==> src/hw/rtl/soa_pkg.sv <==
// Types and constants of the slab object allocator.
// Used by every module of the block; depends on nothing.
`default_nettype none
package soa_pkg;

	localparam int ADDR_W    = 48;
	localparam int OBJ_W     = 11;
	localparam int ALIGN_W   = 13;
	localparam int STRIDE_W  = 13;
	localparam int LIVE_W    = 14;
	localparam int DIVISOR_W = 17;
	localparam int CFG_IDX_W = 2;

	typedef enum logic [CFG_IDX_W-1:0] {
		CFG_POOL_BASE    = 2'd0,
		CFG_OBJECT_BYTES = 2'd1,
		CFG_ALIGNMENT    = 2'd2
	} cfg_idx_t;

	typedef enum logic [1:0] {
		STAT_OK       = 2'd0,
		STAT_OOM      = 2'd1,
		STAT_BAD_ADDR = 2'd2
	} status_t;

	typedef enum logic {
		OP_ALLOC = 1'b0,
		OP_FREE  = 1'b1
	} op_t;

	typedef enum logic [1:0] {
		LST_FULL    = 2'd0,
		LST_PARTIAL = 2'd1,
		LST_EMPTY   = 2'd2
	} list_t;

	typedef enum logic [4:0] {
		BS_IDLE, BS_G0, BS_G1, BS_G2, BS_G3, BS_DISP,
		BS_TK_RD, BS_TK, BS_TK_FL, BS_ADDR1, BS_ADDR2,
		BS_F1, BS_F2, BS_F3, BS_F4, BS_WALK, BS_WALK_WT, BS_FREE,
		BS_MV_RD, BS_MV_RM, BS_MV_P1, BS_MV_P2, BS_RES
	} state_t;

	typedef struct packed {
		logic              cmd;
		logic [ADDR_W-1:0] address;
	} request_t;

	typedef struct packed {
		logic [ADDR_W-1:0] result_address;
		status_t           status;
		logic [LIVE_W-1:0] live_objects;
	} response_t;

	typedef struct packed {
		op_t               op;
		logic [ADDR_W-1:0] address;
	} job_t;

	typedef struct packed {
		logic [ADDR_W-1:0]  pool_base;
		logic [OBJ_W-1:0]   object_bytes;
		logic [ALIGN_W-1:0] alignment;
	} cfg_t;

endpackage
`default_nettype wire

==> src/hw/rtl/soa_front.sv <==
// Front end: takes requests, classifies them and holds them in a two-entry queue.
// Depends on soa_pkg for the request and job types.
`default_nettype none
module soa_front (
	input  wire logic              clk,
	input  wire logic              arst_n,
	input  wire logic              push,
	output logic                   full,
	input  wire soa_pkg::request_t request,
	output logic                   job_valid,
	output soa_pkg::job_t          job,
	input  wire logic              job_pop
);

	soa_pkg::job_t entry_q [2];
	logic          wr_q;
	logic          rd_q;
	logic [1:0]    cnt_q;
	logic          do_push;
	logic          do_pop;
	soa_pkg::job_t new_job;

	always_comb begin
		do_push        = push && (cnt_q != 2'd2);
		do_pop         = job_pop && (cnt_q != 2'd0);
		new_job.op     = request.cmd ? soa_pkg::OP_FREE : soa_pkg::OP_ALLOC;
		new_job.address = request.address;
	end

	always_ff @(posedge clk or negedge arst_n) begin
		if (!arst_n) begin
			wr_q  <= 1'b0;
			rd_q  <= 1'b0;
			cnt_q <= 2'd0;
		end else begin
			if (do_push) begin
				wr_q <= ~wr_q;
			end
			if (do_pop) begin
				rd_q <= ~rd_q;
			end
			cnt_q <= cnt_q + {1'b0, do_push} - {1'b0, do_pop};
		end
	end

	always_ff @(posedge clk) begin
		if (do_push) begin
			entry_q[wr_q] <= new_job;
		end
	end

	assign full      = cnt_q == 2'd2;
	assign job_valid = cnt_q != 2'd0;
	assign job       = entry_q[rd_q];

endmodule
`default_nettype wire

==> config.mk <==
export PLATFORM = sky130hd
export DESIGN_NAME = soa_front
export DESIGN_NICKNAME = d
export VERILOG_FILES = /design/src/hw/rtl/soa_pkg.sv /design/src/hw/rtl/soa_front.sv
export SDC_FILE = /design/constraint.sdc
export NUM_CORES = 1
export LEC_CHECK = 0
export BUFFER_PORTS_ARGS = -buffer_cell sky130_fd_sc_hd__buf_2
export CAP_MARGIN = 10
export CORE_AREA = 5 5 113 115
export CTS_CLUSTER_DIAMETER = 150
export DETAILED_ROUTE_END_ITERATION = 16
export DIE_AREA = 0 0 118 120
export SLEW_MARGIN = 20
export SYNTH_ARGS = -nofsm -noshare
export SYNTH_HDL_FRONTEND = slang
export SYNTH_SLANG_ARGS = --single-unit
==> constraint.sdc <==
create_clock -name clk -period 6.2 [get_ports clk]
set_input_delay 0.31 -clock clk [delete_from_list [all_inputs] [get_ports clk]]
set_output_delay 0.31 -clock clk [all_outputs]
set_load 0.005 [all_outputs]
==> results of run 1 <==
==> registers in the layout, summed over array words and instances (netlist names) <==
signal and cells:
wr_q 1, cnt_q 2, rd_q 1, entry_q 98
==> final timing paths <==
check	slack, ps	endpoint	cells after the start	from
max	3970	job[37]	2	rd_q$_DFFE_PN0P_
min in group asynchronous	310	cnt_q[0]$_DFF_PN0_	2	arst_n
min reg2reg	510	cnt_q[1]$_DFF_PN0_	1	cnt_q[1]$_DFF_PN0_
min	160	entry_q[0][12]$_DFFE_PP_	1	request[12]
max reg2reg	4240	entry_q[0][41]$_DFFE_PP_	4	cnt_q[1]$_DFF_PN0_
max in group asynchronous	5760	rd_q$_DFFE_PN0P_	2	arst_n
==> cells by family after synthesis <==
family / count (synthesis)
xor gates and xnor gates: 4
muxes: 49
adders and majority gates: 2
buffers and inverters: 8
and+or+nand+nor: 6
DFF: 102
==> per-layer routing <==
| layer | track usage | vias to the layer above | share of wire |
|---|---|---|---|
| met5 | 0 | - | 0.0019 |
| met4 | 0.0559 | 2 | 0.022 |
| met3 | 0.0358 | 14 | 0.079 |
| met2 | 0.159 | 71 | 0.48 |
| met1 | 0.116 | 889 | 0.42 |
| li1 | - | 885 | - |
==> final cells by class <==
class | instances | share of cell area
Clock buffer | 12 | 0.0482
Clock inverter | 4 | 0.00969
Inverter | 2 | 0.00153
Multi-Input combinational cell | 61 | 0.172
Sequential cell | 102 | 0.621
Tap cell | 147 | 0.0375
Timing Repair Buffer | 106 | 0.110
==> cell usage after synthesis (all sizes together) <==
library cell,count,share of area
dfrtp,4,0.025
ha,2,0.0063
or2,1,0.0022
nand2b,1,0.0016
buf,6,0.028
mux2,49,0.18
and2,1,0.0022
xor2,1,0.0022
nand2,1,0.00094
inv,2,0.0019
xnor2,3,0.0066
edfxtp,98,0.74
nor2,1,0.00094
and3,1,0.0016
==> per-stage QoR <==
| step | hold WS [ps] | utilization |
|---|---|---|
| after floorplan | 14.4 | - |
| after global placement | 125 | 0.394 |
| after detailed placement | 119 | 0.394 |
| after CTS | 142 | 0.419 |
| after global routing | 143 | 0.419 |
| final | 158 | 0.419 |
==> power by group <==
group	internal (uW)	total (uW)	switching [uW]
sequential	945	1070	129
clock	312	537	225
combinational	389	621	232
total	1650	2230	587
==> critical path: stages, from the launching register on <==
cell,delay (ps)
dfrtp_4,1030
mux2_4,360
buf_2,130
==> impl_results.md, run 1 <==
- Reg clk slew, reported paths: 60 ps
- Hold buffers post-CTS: 1
- Largest family of logic cells by synthesized area: multiplexers
- GPL Wtd Cong: 0.651
- Detailed router's first-iteration violation count: 42
- Detailed-route via count: 1861
- Synth Cell Area: 4000 um2
- Final HPWL DP: 4350 um
- Maximum net fanout on the critical path: 50
- Fill cell instance count of the final layout: 1081
- Die ar.: 14200 um2
- Final Hold Fails: 0
- Number of CTS-inserted buffers: 9
- Slew Limit Fails: 0
- Initial Util: 0.341
- Initial antenna violation count: 1
- # nets final: 337
- Die W: 118 um
- Clock Latency Late Sink: 340 ps
- RSZ-0062 raised after global routing: no
- Adder-Cell Fraction of Synth Area: 0.00626
- Period utilization: 0.360
- Layout area overhead: 22.8%
- Pleak: 0.00198 uW
- Grt ovf: 0
- Row count: 40
- Synth Net Count: 226
- Most common cell after layout, fill and taps aside: buf_2
- Most frequent cells in the layout: buf_2 (103), edfxtp_1 (98), mux2_4 (49), clkbuf_16 (9)
- Place WS: 4170 ps
- Std-Cell Core Area: 11700 um2
- Complex-gate fraction of the synthesized area: 0
- H-Tree Depth: 3
- Setup Skew: 6.80 ps
- Clk sinks: 102
- Yosys reg bits: 102
- Netlist cell types: 15
- Worst setup path category: reg -> out
- Tmin final: 2230 ps
- Pwr per Cell Area: 455 nW/um2
- CTS tree: built
- DRC Markers: 0
- HP Class: in -> reg
- Fmax: 0.449 GHz
- # setup viols final: 0
- Design Area, Final: 4900 um2
- Largest net degree at the start of global routing: 51
- CTS resizes: 0
- VDD IR max: 0.000190 V
- Routed len/inst: 15.4 um
- Cells after Synth: 171
- Root buf cell: clkbuf_16
- Multi-input logic area: 842 um2
- Number of global-route vias before repair: 2080
- # port buffers: 103
- Placed inst area: 4610 um2
- WP data arrival: 1920 ps
- Overall Power: 2230 uW
- Setup TNS: 0 ps
- Yosys warnings: 0
- Post-Synth Simple-Gate Area: 0.00940
- DR vias/cell: 4.29
- Post-synthesis xor/xnor area fraction: 0.00877
- Max cap viols: 0
- Setup bufs post-CTS: 0
- Rel. slew slack: 0.365
- Setup crit start kind: flip-flop
- Fin cells: 434
- Worst setup margin: 3970 ps
- Final antenna-violating net count: 0
- Placed Cells: 417
- GR Util All Layers: 0.0994
- Routed Wire Length: 6700 um
- Diode count: 0
- Die Ht: 120 um
- DRT Pass-1 Iters: 4
- Layout cells sized above 1: 0.596
- Multiplexer share of the synthesized area: 0.184
- Reg area: 3050 um2
- Status: finished clean
- # IOs: 104
- First-pass GRT wire length: 10700 um
- Clock Path Buffers: 2
- Sequential area share after synthesis: 0.762
- Synthesized area per cell: 23.4 um2
- Worst Setup End Kind: output pin
- Req. time, crit path: 5890 ps
- Tightest Pin Transition: 953 ps
No activity file was read; power rests on OpenSTA's default activity.
==> inputs of run 2 (changes only) <==
Clock period 6.2 ns to 2.2 ns, I/O delays scaled along.
==> run 2 against run 1 <==
Clock-buffer cell count decreased by 2. Hold slack got worse by 83 ps. Clock power increased to 3.0 times the previous value. Wire length increased by 5.3%. Sequential cell count unchanged. Cell count increased by 12%. Critical path depth increased by 1. Non-clock buffer count increased by 54. First-iteration DRC count decreased by 60%. Core utilization increased by 4.8 points.
==> impl_results.md, run 2 (synthesis gave the netlist of run 1 again) <==
- Status: finished clean
- Pleak: 0.00222 uW
- Setup TNS: 0 ps
- Grt ovf: 0
- Tmin final: 1940 ps
- Fmax: 0.516 GHz
- Slew Limit Fails: 0
- First-pass GRT wire length: 11400 um
- Routed Wire Length: 7050 um
- Largest Register: entry_q
- Worst setup path category: reg -> out
- Tightest Pin Transition: 502 ps
- Initial Util: 0.341
- Largest register FFs: 98
- Setup bufs post-CTS: 0
- DR vias/cell: 4.29
- Final antenna-violating net count: 0
- HP Class: in -> reg
- Fin cells: 488
- Worst Setup End Kind: output pin
- Most common cell after layout, fill and taps aside: buf_2
- Place WS: 505 ps
- # IOs: 104
- CTS tree: built
- Met1 Wirelength: 2930 um
- Row count: 40
- Core Util, Final: 0.467
- VDD IR max: 0.000811 V
- DR top layer: met4
- Detailed router's first-iteration violation count: 17
- DRC Markers: 0
- Hold buffers post-CTS: 50
- # nets final: 391
- Setup Skew: 4.26 ps
- Diode count: 0
- Final HPWL DP: 4610 um
- Pwr per Cell Area: 1200 nW/um2
- Max cap viols: 0
- Die Ht: 120 um
- Maximum net fanout on the critical path: 25
- Root buf cell: clkbuf_16
- Layout area overhead: 36.8%
- WP data arrival: 1830 ps
- Req. time, crit path: 2090 ps
- Layout cells sized above 1: 0.516
- Placed Cells: 422
- H-Tree Depth: 3
- Setup crit start kind: flip-flop
- Biggest regs: entry_q (98), cnt_q (2)
- Number of CTS-inserted buffers: 9
- Rel. slew slack: 0.665
- Die ar.: 14200 um2
- Reg clk slew, reported paths: 60 ps
- Detailed-route via count: 2095
- Number of global-route vias before repair: 2272
- Initial antenna violation count: 0
- Clock Latency Late Sink: 330 ps
- Met3 Wirelength: 400 um
- Most frequent cells in the layout: buf_2 (103), edfxtp_1 (98), dlygate4sd3_1 (50), mux2_4 (49), clkbuf_16 (9)
- Final Hold Fails: 0
- Period utilization: 0.880
- Clk sinks: 102
- Routed len/inst: 14.4 um
- Die W: 118 um
- RSZ-0062 raised after global routing: no
- CTS resizes: 0
- Fin Hold WS: 74.8 ps
- GR Util All Layers: 0.104
- Largest net degree at the start of global routing: 27
- # port buffers: 103
- Total length of routed met2 wires: 3560 um
- Std-Cell Core Area: 11700 um2
- GPL Wtd Cong: 0.678
- Worst setup margin: 264 ps
- Clock Path Buffers: 2
- DRT Pass-1 Iters: 4
- # setup viols final: 0
-- run 2: changes by cell type in the layout (fill, tap and decap cells not counted), moves of 2 or more --
cell           delta
dlygate4sd3_1    +49
buf_4             +4
clkbuf_1          -2
clkinv_1          +2
-- run 2: power breakdown --
part | switching [uW] | total, uW | internal, uW
clock | 638 | 1620 | 983
combinational | 807 | 2010 | 1200
sequential | 245 | 2910 | 2660
-- run 2: layer usage --
layer / vias to the layer above / track usage
met4: 0 / 0.0559
met1: 1023 / 0.122
met3: 11 / 0.0283
met5: - / 0
li1: 997 / -
met2: 64 / 0.173
-- run 2: worst max-delay path, cell delays in order (launching register included) --
cell     delay, ps
dfrtp_4        750
buf_4          290
mux2_4         310
buf_2          130
-- run 2: stage by stage --
step	power, uW	cell area (um2)
after detailed placement	4960	4660
after floorplan	4350	4000
after global routing	6900	5470
after CTS	6670	5470
after global placement	4920	4660
final	6540	5470
-- run 2: layout make-up --
type	instances	area (um2)
repair buffers	160	1080
flip-flops and latches	102	3050
inverters	2	7.51
clock buffers	10	229
well taps	147	184
clock inverters	6	76.3
multi-input cells	61	842
fillers	1021	6240
-- run 2: final timing paths --
path                                          from                  to  slack, ps  cells past startpoint
worst max-delay path              rd_q$_DFFE_PN0P_             job[38]        260                      3
worst min-delay path                       job_pop    rd_q$_DFFE_PN0P_         70                      3
worst max register to register  cnt_q[1]$_DFF_PN0_  cnt_q[1]$_DFF_PN0_        500                      7
worst min register to register  cnt_q[1]$_DFF_PN0_  cnt_q[1]$_DFF_PN0_        510                      1
max in group asynchronous                   arst_n    rd_q$_DFFE_PN0P_       1950                      2
min in group asynchronous                   arst_n  cnt_q[0]$_DFF_PN0_        110                      2
==> inputs of run 3 (changes only) <==
Settings changed: PLACE_DENSITY_LB_ADDON set to 0.15.
==> run 3 against run 2 <==
Clock-buffer cell count is the same. Fmax is 6.1% higher. Clock power barely moved. Critical path depth unchanged. Hold slack better by 4.1 ps. Core utilization about the same. Largest cell class unchanged. Sequential share of layout area about the same. Design area barely moved. Global-route usage is 0.22 points higher. Cell count did not move. Clock skew is 1.7 ps higher.
==> impl_results.md, run 3 (synthesis gave the netlist of run 1 again) <==
- CP max stage cell: dfrtp_4
- Fmax: 0.548 GHz
- Die W: 118 um
- Most frequent cells in the layout: buf_2 (103), edfxtp_1 (98), dlygate4sd3_1 (50), mux2_4 (49), clkbuf_16 (9)
- CTS tree: built
- Slew Limit Fails: 0
- Pleak: 0.00222 uW
- GR Util All Layers: 0.106
- RSZ-0062 raised after global routing: no
- Hold buffers post-CTS: 50
- Largest net degree at the start of global routing: 31
- Setup Skew: 5.91 ps
- CP startpoint: rd_q$_DFFE_PN0P_
- Largest register FFs: 98
- Rel. slew slack: 0.718
- Initial Util: 0.341
- DRT Pass-1 Iters: 4
- Setup TNS: 0 ps
- Maximum net fanout on the critical path: 16
- H-Tree Depth: 3
- Detailed-route via count: 2070
- # IOs: 104
- Die ar.: 14200 um2
- Tightest Pin Transition: 423 ps
- Root buf cell: clkbuf_16
- Worst flop-to-flop path startpoint: cnt_q[1]$_DFF_PN0_
- Worst min-delay path startpoint: job_pop
- # nets final: 391
- Place WS: 534 ps
- Number of CTS-inserted buffers: 9
- Share of power burned in combinational logic: 0.315
- Initial antenna violation count: 1
- Setup crit start kind: flip-flop
- Layout cells sized above 1: 0.518
- Grt ovf: 0
- Worst stage delay on the critical path: 630 ps
- Most common cell after layout, fill and taps aside: buf_2
- Pwr per Cell Area: 1200 nW/um2
- DR vias/cell: 4.24
- Final antenna-violating net count: 0
- Final Hold Fails: 0
- # setup viols final: 0
- Worst Setup End Kind: output pin
- Clk pwr share: 0.249
- Routed len/inst: 14.9 um
- VDD IR max: 0.000556 V
- Max cap viols: 0
- Worst r2r path cells: 7
- Die Ht: 120 um
- Pint: 4850 uW
- Seq pwr share: 0.436
- Row count: 40
- CTS resizes: 0
- Biggest regs: entry_q (98), cnt_q (2)
- Std-Cell Core Area: 11700 um2
- Req. time, crit path: 2090 ps
- Number of global-route vias before repair: 2319
- Layout area overhead: 36.9%
- DRC Markers: 0
- Tmin final: 1830 ps
- Worst setup margin: 375 ps
- Clock Path Buffers: 2
- Largest Register: entry_q
- HP Class: in -> reg
- CP Cell Sequence: buf_4, mux2_4, buf_2
- WP data arrival: 1720 ps
- Status: finished clean
- First-pass GRT wire length: 11700 um
- Clk sinks: 102
- Routed Wire Length: 7290 um
- GPL Wtd Cong: 0.749
- Detailed router's first-iteration violation count: 91
- # port buffers: 103
- Clock Latency Late Sink: 330 ps
- Setup bufs post-CTS: 0
- Switching Fraction: 0.261
- Reg clk slew, reported paths: 60 ps
- Fin Hold WS: 78.9 ps
- Worst Hold Depth: 3
- Period utilization: 0.830
- P_sw: 1710 uW
- Worst setup path category: reg -> out
- Final HPWL DP: 4650 um
## run 3: cell types whose count changed in the layout (fill, tap and decap cells not counted), sizes merged
cell	delta
diode	+1
clkinvlp	+1
clkinv	-2
## run 3: path summary, 6_finish.rpt
kind                                      end  slack (ps)
min                          rd_q$_DFFE_PN0P_          80
max in group asynchronous    rd_q$_DFFE_PN0P_        1960
max                                    job[0]         370
min reg2reg                cnt_q[1]$_DFF_PN0_         510
min in group asynchronous    wr_q$_DFFE_PN0P_         100
max reg2reg                cnt_q[1]$_DFF_PN0_         500
## run 3: per-stage QoR
step	util	std cells	total power (uW)	instance area, um2
floorplan	-	171	4350	4000
global placement	0.398	422	4960	4660
detailed placement	0.398	422	4970	4660
CTS	0.467	487	6680	5470
global route	0.467	488	6930	5470
finish	0.467	488	6560	5470
## run 3: layer usage
layer / vias to the layer above / global-route usage / share of wire
li1: 996 / - / -
met1: 999 / 0.122 / 0.41
met2: 63 / 0.184 / 0.51
met3: 12 / 0.0269 / 0.051
met4: 0 / 0.0516 / 0.020
met5: - / 0 / 0
## run 3: area by class of cell
cell class / instances / area (um2)
clock buffers: 10 / 229
inverters: 2 / 7.51
well taps: 147 / 184
flip-flops and latches: 102 / 3050
multi-input cells: 61 / 842
clock inverters: 5 / 75.1
diodes: 1 / 2.50
repair buffers: 160 / 1080
fillers: 1050 / 6240
## run 3: critical path: cells and delay by family, from the launching register on
kind,cells,cell delay (ps)
buffers and inverters,2,430
DFF,1,630
muxes,1,320
## run 3: power by group through the flow
stage / Sequential, uW / Combinational, uW / Clock, uW
floorplan: 2800 / 1540 / 0
global placement: 2890 / 2070 / 0
detailed placement: 2910 / 2060 / 0
CTS: 2870 / 2140 / 1680
global route: 2900 / 2270 / 1770
finish: 2860 / 2060 / 1630
