$ cat src/hw/rtl/soa_pkg.sv
// Types and constants of the slab object allocator.
// Used by every module of the block; depends on nothing.
`default_nettype none
package soa_pkg;

	localparam int ADDR_W    = 48;
	localparam int OBJ_W     = 11;
	localparam int ALIGN_W   = 13;
	localparam int STRIDE_W  = 13;
	localparam int LIVE_W    = 14;
	localparam int DIVISOR_W = 17;
	localparam int CFG_IDX_W = 2;

	typedef enum logic [CFG_IDX_W-1:0] {
		CFG_POOL_BASE    = 2'd0,
		CFG_OBJECT_BYTES = 2'd1,
		CFG_ALIGNMENT    = 2'd2
	} cfg_idx_t;

	typedef enum logic [1:0] {
		STAT_OK       = 2'd0,
		STAT_OOM      = 2'd1,
		STAT_BAD_ADDR = 2'd2
	} status_t;

	typedef enum logic {
		OP_ALLOC = 1'b0,
		OP_FREE  = 1'b1
	} op_t;

	typedef enum logic [1:0] {
		LST_FULL    = 2'd0,
		LST_PARTIAL = 2'd1,
		LST_EMPTY   = 2'd2
	} list_t;

	typedef enum logic [4:0] {
		BS_IDLE, BS_G0, BS_G1, BS_G2, BS_G3, BS_DISP,
		BS_TK_RD, BS_TK, BS_TK_FL, BS_ADDR1, BS_ADDR2,
		BS_F1, BS_F2, BS_F3, BS_F4, BS_WALK, BS_WALK_WT, BS_FREE,
		BS_MV_RD, BS_MV_RM, BS_MV_P1, BS_MV_P2, BS_RES
	} state_t;

	typedef struct packed {
		logic              cmd;
		logic [ADDR_W-1:0] address;
	} request_t;

	typedef struct packed {
		logic [ADDR_W-1:0] result_address;
		status_t           status;
		logic [LIVE_W-1:0] live_objects;
	} response_t;

	typedef struct packed {
		op_t               op;
		logic [ADDR_W-1:0] address;
	} job_t;

	typedef struct packed {
		logic [ADDR_W-1:0]  pool_base;
		logic [OBJ_W-1:0]   object_bytes;
		logic [ALIGN_W-1:0] alignment;
	} cfg_t;

endpackage
`default_nettype wire

$ cat src/hw/rtl/soa_resq.sv
// Two-entry result queue that parts the engine from the consumer.
// Depends on soa_pkg for the response type.
`default_nettype none
module soa_resq (
	input  wire logic               clk,
	input  wire logic               arst_n,
	input  wire logic               wr_en,
	input  wire soa_pkg::response_t wr_data,
	output logic                    wr_full,
	output logic                    empty,
	input  wire logic               pop,
	output soa_pkg::response_t      response
);

	soa_pkg::response_t entry_q [2];
	logic               wr_q;
	logic               rd_q;
	logic [1:0]         cnt_q;
	logic               do_push;
	logic               do_pop;

	always_comb begin
		do_push = wr_en && (cnt_q != 2'd2);
		do_pop  = pop && (cnt_q != 2'd0);
	end

	always_ff @(posedge clk or negedge arst_n) begin
		if (!arst_n) begin
			wr_q  <= 1'b0;
			rd_q  <= 1'b0;
			cnt_q <= 2'd0;
		end else begin
			if (do_push) begin
				wr_q <= ~wr_q;
			end
			if (do_pop) begin
				rd_q <= ~rd_q;
			end
			cnt_q <= cnt_q + {1'b0, do_push} - {1'b0, do_pop};
		end
	end

	always_ff @(posedge clk) begin
		if (do_push) begin
			entry_q[wr_q] <= wr_data;
		end
	end

	assign wr_full  = cnt_q == 2'd2;
	assign empty    = cnt_q == 2'd0;
	assign response = entry_q[rd_q];

endmodule
`default_nettype wire

$ cat config.mk
export PLATFORM = sky130hd
export DESIGN_NAME = soa_resq
export DESIGN_NICKNAME = d
export VERILOG_FILES = /design/src/hw/rtl/soa_pkg.sv /design/src/hw/rtl/soa_resq.sv
export SDC_FILE = /design/constraint.sdc
export NUM_CORES = 1
export LEC_CHECK = 0
export BUFFER_PORTS_ARGS = -buffer_cell sky130_fd_sc_hd__buf_4
export CORE_UTILIZATION = 30
export CTS_CLUSTER_DIAMETER = 200
export DETAILED_ROUTE_END_ITERATION = 6
export PLACE_DENSITY = 0.58
export SLEW_MARGIN = 20
export SYNTH_ARGS = -nofsm -noshare
export SYNTH_HDL_FRONTEND = slang
export SYNTH_SLANG_ARGS = --single-unit
$ cat constraint.sdc
create_clock -name clk -period 10.3 [get_ports clk]
set_input_delay 0.515 -clock clk [delete_from_list [all_inputs] [get_ports clk]]
set_output_delay 0.515 -clock clk [all_outputs]
set_load 0.05 [all_outputs]
==> flow_summary.yaml, run 1 <==
outcome:
  outcome: "finished clean"
logic_synthesis:
  ys_seq_area_frac: 0.785
  synth-seq-cells: 132
  avgSynthCellArea_um2: 23.1
  netlist_area_um2: 5020
  synth_cells: 217
  synth.distinct_cells: 15
  ys.warnings.count: 0
  syn-num-nets: 287
floorplanning:
  die_y_um: 131
  rows: 46
  die_area_um2: 17300
  core_um2: 16100
  io_pins: 134
  die_x_um: 131
  start_util: 0.312
sta:
  setup_violations: 0
  final_hold_viol_count: 0
  fin_skew_ns: 0.00534
  whs_ns: 0.288
  layout_min_cycle_time_ns: 2.97
  relSlewSlack: 0.373
  rsz0062_at_grt: "no"
  drv_slew: 0
  worstMarginPinSlew_ns: 0.938
  setup_tns_ns: 0
  period_share: 0.288
  max_freq_ghz: 0.337
critical_path:
  path_cells: "buf_4 > mux2_2 > buf_4"
  path_buf_inv: 2
  timing.reg2reg.setup_slack_ns: 7.91
  cp.depth: 3
  timing.rr.end: "entry_q[0][47]$_DFFE_PP_"
  r2r_start: "cnt_q[1]$_DFF_PN0_"
  cpPeakStageDelay_ns: 0.74
  cp.arrival_ns: 2.45
  cp_max_fo: 37
  cp-start-kind: "register"
  cpMostUsedCell: "buf_4"
  cp_data_required_time_ns: 9.79
  reg2reg_depth: 4
  cp_top_family: "buffers and inverters"
  worst_path_max_delay_cell: "dfrtp_4"
  crit_path_end_kind: "primary output"
  worstSetupPathType: "reg -> out"
flow_run:
  max-cap-violations: 0
clocking:
  cts_made_buffers: 17
  postCtsSetupBuffers: 0
  cts_max_path_buffers: 2
  cts-root-buf: "clkbuf_16"
  hold_buffers: 1
  path_clk_slew_ns: 0.06
  clkSinkCount: 132
  clkLatencyLatePin_ns: 0.41
  cts_tree: "built"
  cts-resized-gates: 0
  htree_levels: 4
power_and_ir_drop:
  finalPower_mw: 2.33
  leakage_nw: 2.67
  powerDensity_nw_per_um2: 342
  ir_worst_vdd_uv: 167
hold_path:
  hold_path.class: "in -> reg"
  worstHoldPathCells: 1
  hold_start: "wr_data[54]"
  holdPathEnd: "entry_q[0][54]$_DFFE_PP_"
detailed_routing:
  drt_iter0_markers: 165
  viasPerCell: 4.11
  wl_per_cell_um: 14.9
  num_vias: 2440
  dr.pass1.iters: 4
  wirelength_um: 8840
  final_antenna_net_count: 0
  drc: 0
placement:
  placed_area_um2: 6250
  gp_congestion: 0.683
  portBuffers: 133
  hpwlAfterDp_um: 5630
global_route:
  grt_pass1_wl_um: 13800
  grt_pass1_vias: 2680
  grt_use_met1: 0.116
  grt_max_degree: 65
  grtUsageTotal: 0.108
  grt.met2_usage: 0.181
  grt.busiest_layer: "met2"
  overflow: 0
  antenna_found_initial: 0
  gr-usage-met3: 0.0521
cells_and_area:
  final_area_um2: 6810
  layout_commonest_cell: "buf_4"
  antennaDiodeCount: 0
  final_nets: 435
  synthToLayoutAreaGrowth_pct: 35.6
  final_cell_mix: "135 x buf_4, 128 x edfxtp_1, 50 x mux2_4"
  post-route-util: 0.422
  layout-drive-gt1-share: 0.605
## synthesized netlist by cell type
master | number | area (um^2)
xnor2_1 | 3 | 26.3
dfrtp_1 | 4 | 100
mux2_2 | 14 | 158
and3_1 | 1 | 6.26
buf_6 | 6 | 67.6
nor2b_1 | 1 | 6.26
nand2b_1 | 1 | 6.26
nand2_1 | 1 | 3.75
edfxtp_1 | 128 | 3840
xor2_1 | 1 | 8.76
ha_1 | 2 | 25.0
inv_1 | 2 | 7.51
nor2_1 | 2 | 7.51
buf_2 | 1 | 5.00
mux2_4 | 50 | 751
## power by group
| group | total (mW) | internal, mW | switching (mW) |
|---|---|---|---|
| registers | 0.795 | 0.738 | 0.0572 |
| logic | 0.975 | 0.353 | 0.622 |
| clock network | 0.556 | 0.350 | 0.207 |
## sequential cells by signal (all words and copies together) (netlist names)
signal   flops
entry_q    128
cnt_q        2
wr_q         1
rd_q         1
## kinds of logic (layout without fill, tap and decap cells)
logic type                 count (synthesis)  after routing  synth area share
xor gates and xnor gates                   4              4           0.00698
adders and majority gates                  2              2           0.00498
buffers and inverters                      9            169            0.0159
DFF                                      132            132             0.785
muxes                                     64             64             0.181
and+or+nand+nor                            6              6           0.00598
## routing by layer
metal  routed length, um  up-vias
met4                  95        0
met3                 630       11
met2                4510       90
met1                3610     1187
met5                   0        -
li1                    -     1152
## area by class of cell
type	instances	area, um^2
clock buffer	19	433
clock inverter	12	115
fill	1474	9310
inverter	2	7.51
multi-input combinational	76	1010
sequential	132	3950
tap	216	270
timing repair buffer	136	1020
## stage by stage
stage / instances / setup slack [ns]
global route: 593 / 7.20
finish: 593 / 7.33
floorplan: 217 / 6.53
global placement: 561 / 7.74
detailed placement: 561 / 7.70
CTS: 593 / 7.25
## how the worst max path moves through the flow
stage | start | endpoint | slack [ns]
6_report | rd_q$_DFFE_PN0P_ | response[59] | 7.33
3_3_place_gp | rd_q$_DFFE_PN0P_ | response[62] | 7.74
4_1_cts | rd_q$_DFFE_PN0P_ | response[63] | 7.25
2_1_floorplan | wr_en | entry_q[0][0]$_DFFE_PP_ | 6.53
3_5_place_dp | rd_q$_DFFE_PN0P_ | response[63] | 7.70
5_1_grt | rd_q$_DFFE_PN0P_ | response[57] | 7.20
## worst register-to-register path: cells and delay by family, from the launching register on
kind / cells / cell delay, ns
flip-flops: 1 / 0.40
AND/OR/NAND/NOR: 3 / 1.03
buffers and inverters: 1 / 0.59
(Power assumes the default switching activity.)
==> inputs of run 2 (changes only) <==
--- a/config.mk
+++ b/config.mk
@@ -9,7 +9,7 @@
 export CORE_UTILIZATION = 30
 export CTS_CLUSTER_DIAMETER = 200
 export DETAILED_ROUTE_END_ITERATION = 6
-export PLACE_DENSITY = 0.58
+export PLACE_DENSITY = 0.6
 export SLEW_MARGIN = 20
 export SYNTH_ARGS = -nofsm -noshare
 export SYNTH_HDL_FRONTEND = slang
==> constraint.sdc (replaced) <==
create_clock -name clk -period 2.45 [get_ports clk]
set_input_delay 0.1225 -clock clk [delete_from_list [all_inputs] [get_ports clk]]
set_output_delay 0.1225 -clock clk [all_outputs]
set_load 0.05 [all_outputs]
==> flow_summary.yaml, run 2 (same netlist as run 1, synthesis figures left out) <==
outcome:
  outcome: "finished clean"
global_route:
  antenna_found_initial: 0
  grt_pass1_vias: 2945
  overflow: 0
  grt_max_degree: 37
  grt_pass1_wl_um: 14800
  grtUsageTotal: 0.115
critical_path:
  cp_max_fo: 36
  cp-start-kind: "register"
  timing.rr.end: "entry_q[1][38]$_DFFE_PP_"
  crit_path_end_kind: "primary output"
  timing.reg2reg.setup_slack_ns: 0.85
  reg2reg_depth: 3
  worstSetupPathType: "reg -> out"
  r2r_start: "cnt_q[1]$_DFF_PN0_"
  cp.arrival_ns: 2.16
  cp_data_required_time_ns: 2.33
cells_and_area:
  synthToLayoutAreaGrowth_pct: 50.9
  final_cell_mix: "138 x buf_4, 128 x edfxtp_1, 65 x dlygate4sd3_1"
  largest_reg_flops: 128
  fillers: 1389
  final_area_um2: 7580
  antennaDiodeCount: 0
  max_flop_register: "entry_q"
  layout_commonest_cell: "buf_4"
  final_nets: 504
  instances_no_fill: 663
  reg_top3: "entry_q (128), cnt_q (2)"
  layout-drive-gt1-share: 0.528
detailed_routing:
  wl_per_cell_um: 14.1
  wirelength_um: 9350
  final_antenna_net_count: 0
  viasPerCell: 4.04
  drt_iter0_markers: 119
  dr.pass1.iters: 4
  drc: 0
  num_vias: 2676
clocking:
  postCtsSetupBuffers: 0
  cts_max_path_buffers: 2
  cts-resized-gates: 0
  cts_made_buffers: 17
  cts_tree: "built"
  clkSinkCount: 132
  path_clk_slew_ns: 0.06
  clkLatencyLatePin_ns: 0.41
  hold_buffers: 65
  htree_levels: 4
  cts-root-buf: "clkbuf_16"
power_and_ir_drop:
  switching_share: 0.373
  power_frac_seq: 0.331
  power_frac_comb: 0.415
  p_clk_frac: 0.254
  leakage_nw: 3.00
  switching_power_mw: 3.81
  ir_worst_vdd_uv: 618
  powerDensity_nw_per_um2: 1350
  internal-power_mw: 6.40
sta:
  layout_min_cycle_time_ns: 2.28
  period_share: 0.931
  drv_slew: 0
  rsz0062_at_grt: "no"
  setup_violations: 0
  setup_tns_ns: 0
  relSlewSlack: 0.551
  final_hold_viol_count: 0
  max_freq_ghz: 0.438
  worstMarginPinSlew_ns: 0.673
  fin_skew_ns: 0.00453
floorplanning:
  io_pins: 134
  rows: 46
  die_x_um: 131
  die_y_um: 131
  die_area_um2: 17300
  start_util: 0.312
  core_um2: 16100
placement:
  gp_congestion: 0.668
  place_inst: 566
  hpwlAfterDp_um: 5900
  portBuffers: 133
  placed_area_um2: 6310
hold_path:
  hold_path.class: "in -> async"
flow_run:
  max-cap-violations: 0
-- run 2: changes by cell type in the layout (fill, tap and decap cells not counted), sizes merged --
cell | before | now
clkbuf | 19 | 17
buf | 135 | 140
dlygate4sd3 | 1 | 65
bufinv | 2 | 4
clkinv | 8 | 7
clkinvlp | 2 | 4
-- run 2: per-stage QoR --
step / hold WS [ns] / total power [mW] / utilization / worst slack, ns
finish: 0.0420 / 10.2 / 0.470 / 0.169
global route: 0.0273 / 10.6 / 0.470 / 0.0674
CTS: 0.0131 / 10.4 / 0.470 / 0.107
detailed placement: -0.0788 / 7.64 / 0.392 / 0.574
global placement: -0.0783 / 7.60 / 0.392 / 0.607
floorplan: -0.173 / 6.52 / - / 0.318
-- run 2: power groups by stage --
stage / Clock, mW / Combinational (mW) / Sequential, mW
2_1_floorplan: 0 / 3.28 / 3.24
3_3_place_gp: 0 / 4.18 / 3.42
3_5_place_dp: 0 / 4.21 / 3.44
4_1_cts: 2.68 / 4.30 / 3.40
5_1_grt: 2.76 / 4.44 / 3.44
6_report: 2.59 / 4.24 / 3.38
-- run 2: worst max path at each step --
stage / from / endpoint / slack [ns] / cells past startpoint
6_report: rd_q$_DFFE_PN0P_ / response[7] / 0.17 / 3
5_1_grt: rd_q$_DFFE_PN0P_ / response[7] / 0.07 / 3
4_1_cts: rd_q$_DFFE_PN0P_ / response[7] / 0.11 / 3
3_5_place_dp: rd_q$_DFFE_PN0P_ / response[7] / 0.57 / 3
3_3_place_gp: rd_q$_DFFE_PN0P_ / response[4] / 0.61 / 3
2_1_floorplan: cnt_q[1]$_DFF_PN0_ / cnt_q[1]$_DFF_PN0_ / 0.32 / 7
-- run 2: critical path: stages (launching register included) --
cell,delay [ns]
dfrtp_4,0.86
buf_4,0.34
mux2_4,0.33
buf_4,0.19
-- run 2: routing by layer --
| metal | wire (um) | up-vias | global-route usage |
|---|---|---|---|
| met4 | 197 | 0 | 0.0640 |
| met3 | 503 | 18 | 0.0436 |
| li1 | - | 1291 | - |
| met2 | 4760 | 90 | 0.195 |
| met1 | 3890 | 1277 | 0.124 |
| met5 | 0 | - | 0 |
-- run 2: layout make-up --
| class | instances | area [um^2] | share of cell area |
|---|---|---|---|
| Tap cell | 216 | 270 | 0.0357 |
| Multi-Input combinational cell | 76 | 1010 | 0.133 |
| Clock buffer | 17 | 425 | 0.0561 |
| Sequential cell | 132 | 3950 | 0.521 |
| Inverter | 2 | 7.51 | 0.000991 |
| Clock inverter | 15 | 189 | 0.0249 |
| Timing Repair Buffer | 205 | 1730 | 0.228 |
==> inputs of run 3 (changes only) <==
--- a/config.mk
+++ b/config.mk
@@ -6,6 +6,7 @@
 export NUM_CORES = 1
 export LEC_CHECK = 0
 export BUFFER_PORTS_ARGS = -buffer_cell sky130_fd_sc_hd__buf_4
+export CORE_ASPECT_RATIO = 1.2
 export CORE_UTILIZATION = 30
 export CTS_CLUSTER_DIAMETER = 200
 export DETAILED_ROUTE_END_ITERATION = 6
==> flow_summary.yaml, run 3 (same netlist as run 1, synthesis figures left out) <==
global_route:
  grt_pass1_vias: 2821
  grtUsageTotal: 0.107
  grt_pass1_wl_um: 13700
  antenna_found_initial: 1
  overflow: 0
  grt_max_degree: 65
floorplanning:
  rows: 51
  start_util: 0.309
  die_y_um: 144
  core_um2: 16300
  die_area_um2: 17300
  io_pins: 134
  die_x_um: 120
cells_and_area:
  final_nets: 501
  fillers: 1414
  layout_commonest_cell: "buf_4"
  final_cell_mix: "134 x buf_4, 128 x edfxtp_1, 65 x dlygate4sd3_1"
  max_flop_register: "entry_q"
  synthToLayoutAreaGrowth_pct: 49.3
  layout-drive-gt1-share: 0.514
  largest_reg_flops: 128
  reg_top3: "entry_q (128), cnt_q (2)"
detailed_routing:
  wl_met1_um: 3720
  viasPerCell: 4.05
  drt_iter0_markers: 91
  wl_per_cell_um: 13.8
  final_antenna_net_count: 0
  wl_met2_um: 4690
  wirelength_um: 9090
  drc: 0
  dr.pass1.iters: 4
  highest_layer: "met4"
  num_vias: 2663
  wl_met3_um: 577
critical_path:
  crit_path_end_kind: "primary output"
  cpPeakStageDelay_ns: 0.46
  critical_path.startpoint: "rd_q$_DFFE_PN0P_"
  setup.worst_path.end: "response[58]"
  cp_data_required_time_ns: 2.33
  worstSetupPathType: "reg -> out"
  path_cells: "buf_4 > mux2_2 > buf_4"
  timing.rr.end: "entry_q[1][27]$_DFFE_PP_"
  timing.reg2reg.setup_slack_ns: 0.77
  r2r_start: "cnt_q[0]$_DFF_PN0_"
  reg2reg_depth: 3
  cpMostUsedCell: "buf_4"
  worst_path_max_delay_cell: "dfrtp_4"
  cp_max_fo: 24
  cp-start-kind: "register"
  cp.arrival_ns: 1.84
sta:
  setup_tns_ns: 0
  rsz0062_at_grt: "no"
  period_share: 0.800
  relSlewSlack: 0.694
  layout_min_cycle_time_ns: 1.96
  setup_violations: 0
  whs_ns: 0.0454
  final_hold_viol_count: 0
  max_freq_ghz: 0.510
  fin_skew_ns: 0.00877
  drv_slew: 0
  worstMarginPinSlew_ns: 0.459
power_and_ir_drop:
  leakage_nw: 2.96
  ir_worst_vdd_uv: 935
  finalPower_mw: 9.94
  powerDensity_nw_per_um2: 1320
clocking:
  cts_tree: "built"
  htree_levels: 4
  cts_max_path_buffers: 2
  path_clk_slew_ns: 0.05
  cts_made_buffers: 17
  clkLatencyLatePin_ns: 0.41
  cts-root-buf: "clkbuf_16"
  clkSinkCount: 132
placement:
  gp_congestion: 0.638
  portBuffers: 133
flow_run:
  max-cap-violations: 0
outcome:
  outcome: "finished clean"
hold_path:
  hold_path.class: "in -> async"
run 3: repair_timing:
| item | 4_1_cts | 5_1_grt |
|---|---|---|
| gates resized for setup | 0 | 0 |
| setup buffers | 0 | 0 |
| hold buffers | 65 | 0 |
| hold endpoints to repair | 132 | 0 |
run 3: how the worst min path moves through the flow:
stage | start | cells after the start | endpoint
after floorplan | arst_n | 0 | cnt_q[0]$_DFF_PN0_
after global placement | arst_n | 1 | cnt_q[0]$_DFF_PN0_
after detailed placement | arst_n | 1 | wr_q$_DFFE_PN0P_
after CTS | arst_n | 2 | cnt_q[0]$_DFF_PN0_
after global routing | arst_n | 2 | cnt_q[0]$_DFF_PN0_
final | arst_n | 2 | cnt_q[0]$_DFF_PN0_
run 3: layout make-up:
cell class	count	area, um^2	share of cell area
flip-flops and latches	132	3950	0.526
repair buffers	202	1720	0.229
well taps	212	265	0.0354
diodes	1	2.50	0.000334
inverters	2	7.51	0.00100
clock buffers	20	437	0.0582
clock inverters	12	113	0.0150
multi-input cells	76	1010	0.135
run 3: where the power goes:
group | leakage (nW) | internal (mW) | switching, mW
clock | 0.262 | 1.48 | 0.864
combinational | 1.46 | 1.62 | 2.74
sequential | 1.23 | 3.10 | 0.141
total | 2.96 | 6.19 | 3.74
run 3: routing by layer:
metal | up-vias | global-route usage
li1 | 1284 | -
met3 | 12 | 0.0437
met2 | 86 | 0.181
met1 | 1281 | 0.118
met5 | - | 0
met4 | 0 | 0.0493
run 3: stage by stage:
stage / instances / area, um^2 / setup WS (ns) / util
after floorplan: 217 / 5030 / 0.318 / -
after CTS: 656 / 7500 / 0.422 / 0.461
after global placement: 559 / 6300 / 0.805 / 0.387
after global routing: 657 / 7500 / 0.404 / 0.461
final: 657 / 7500 / 0.490 / 0.461
after detailed placement: 559 / 6300 / 0.768 / 0.387
run 3: worst max-delay path, delay by kind of cell, from the launching register on:
family   cells  cell delay [ns]
buf+inv      2             0.57
flops        1             0.46
mux          1             0.39
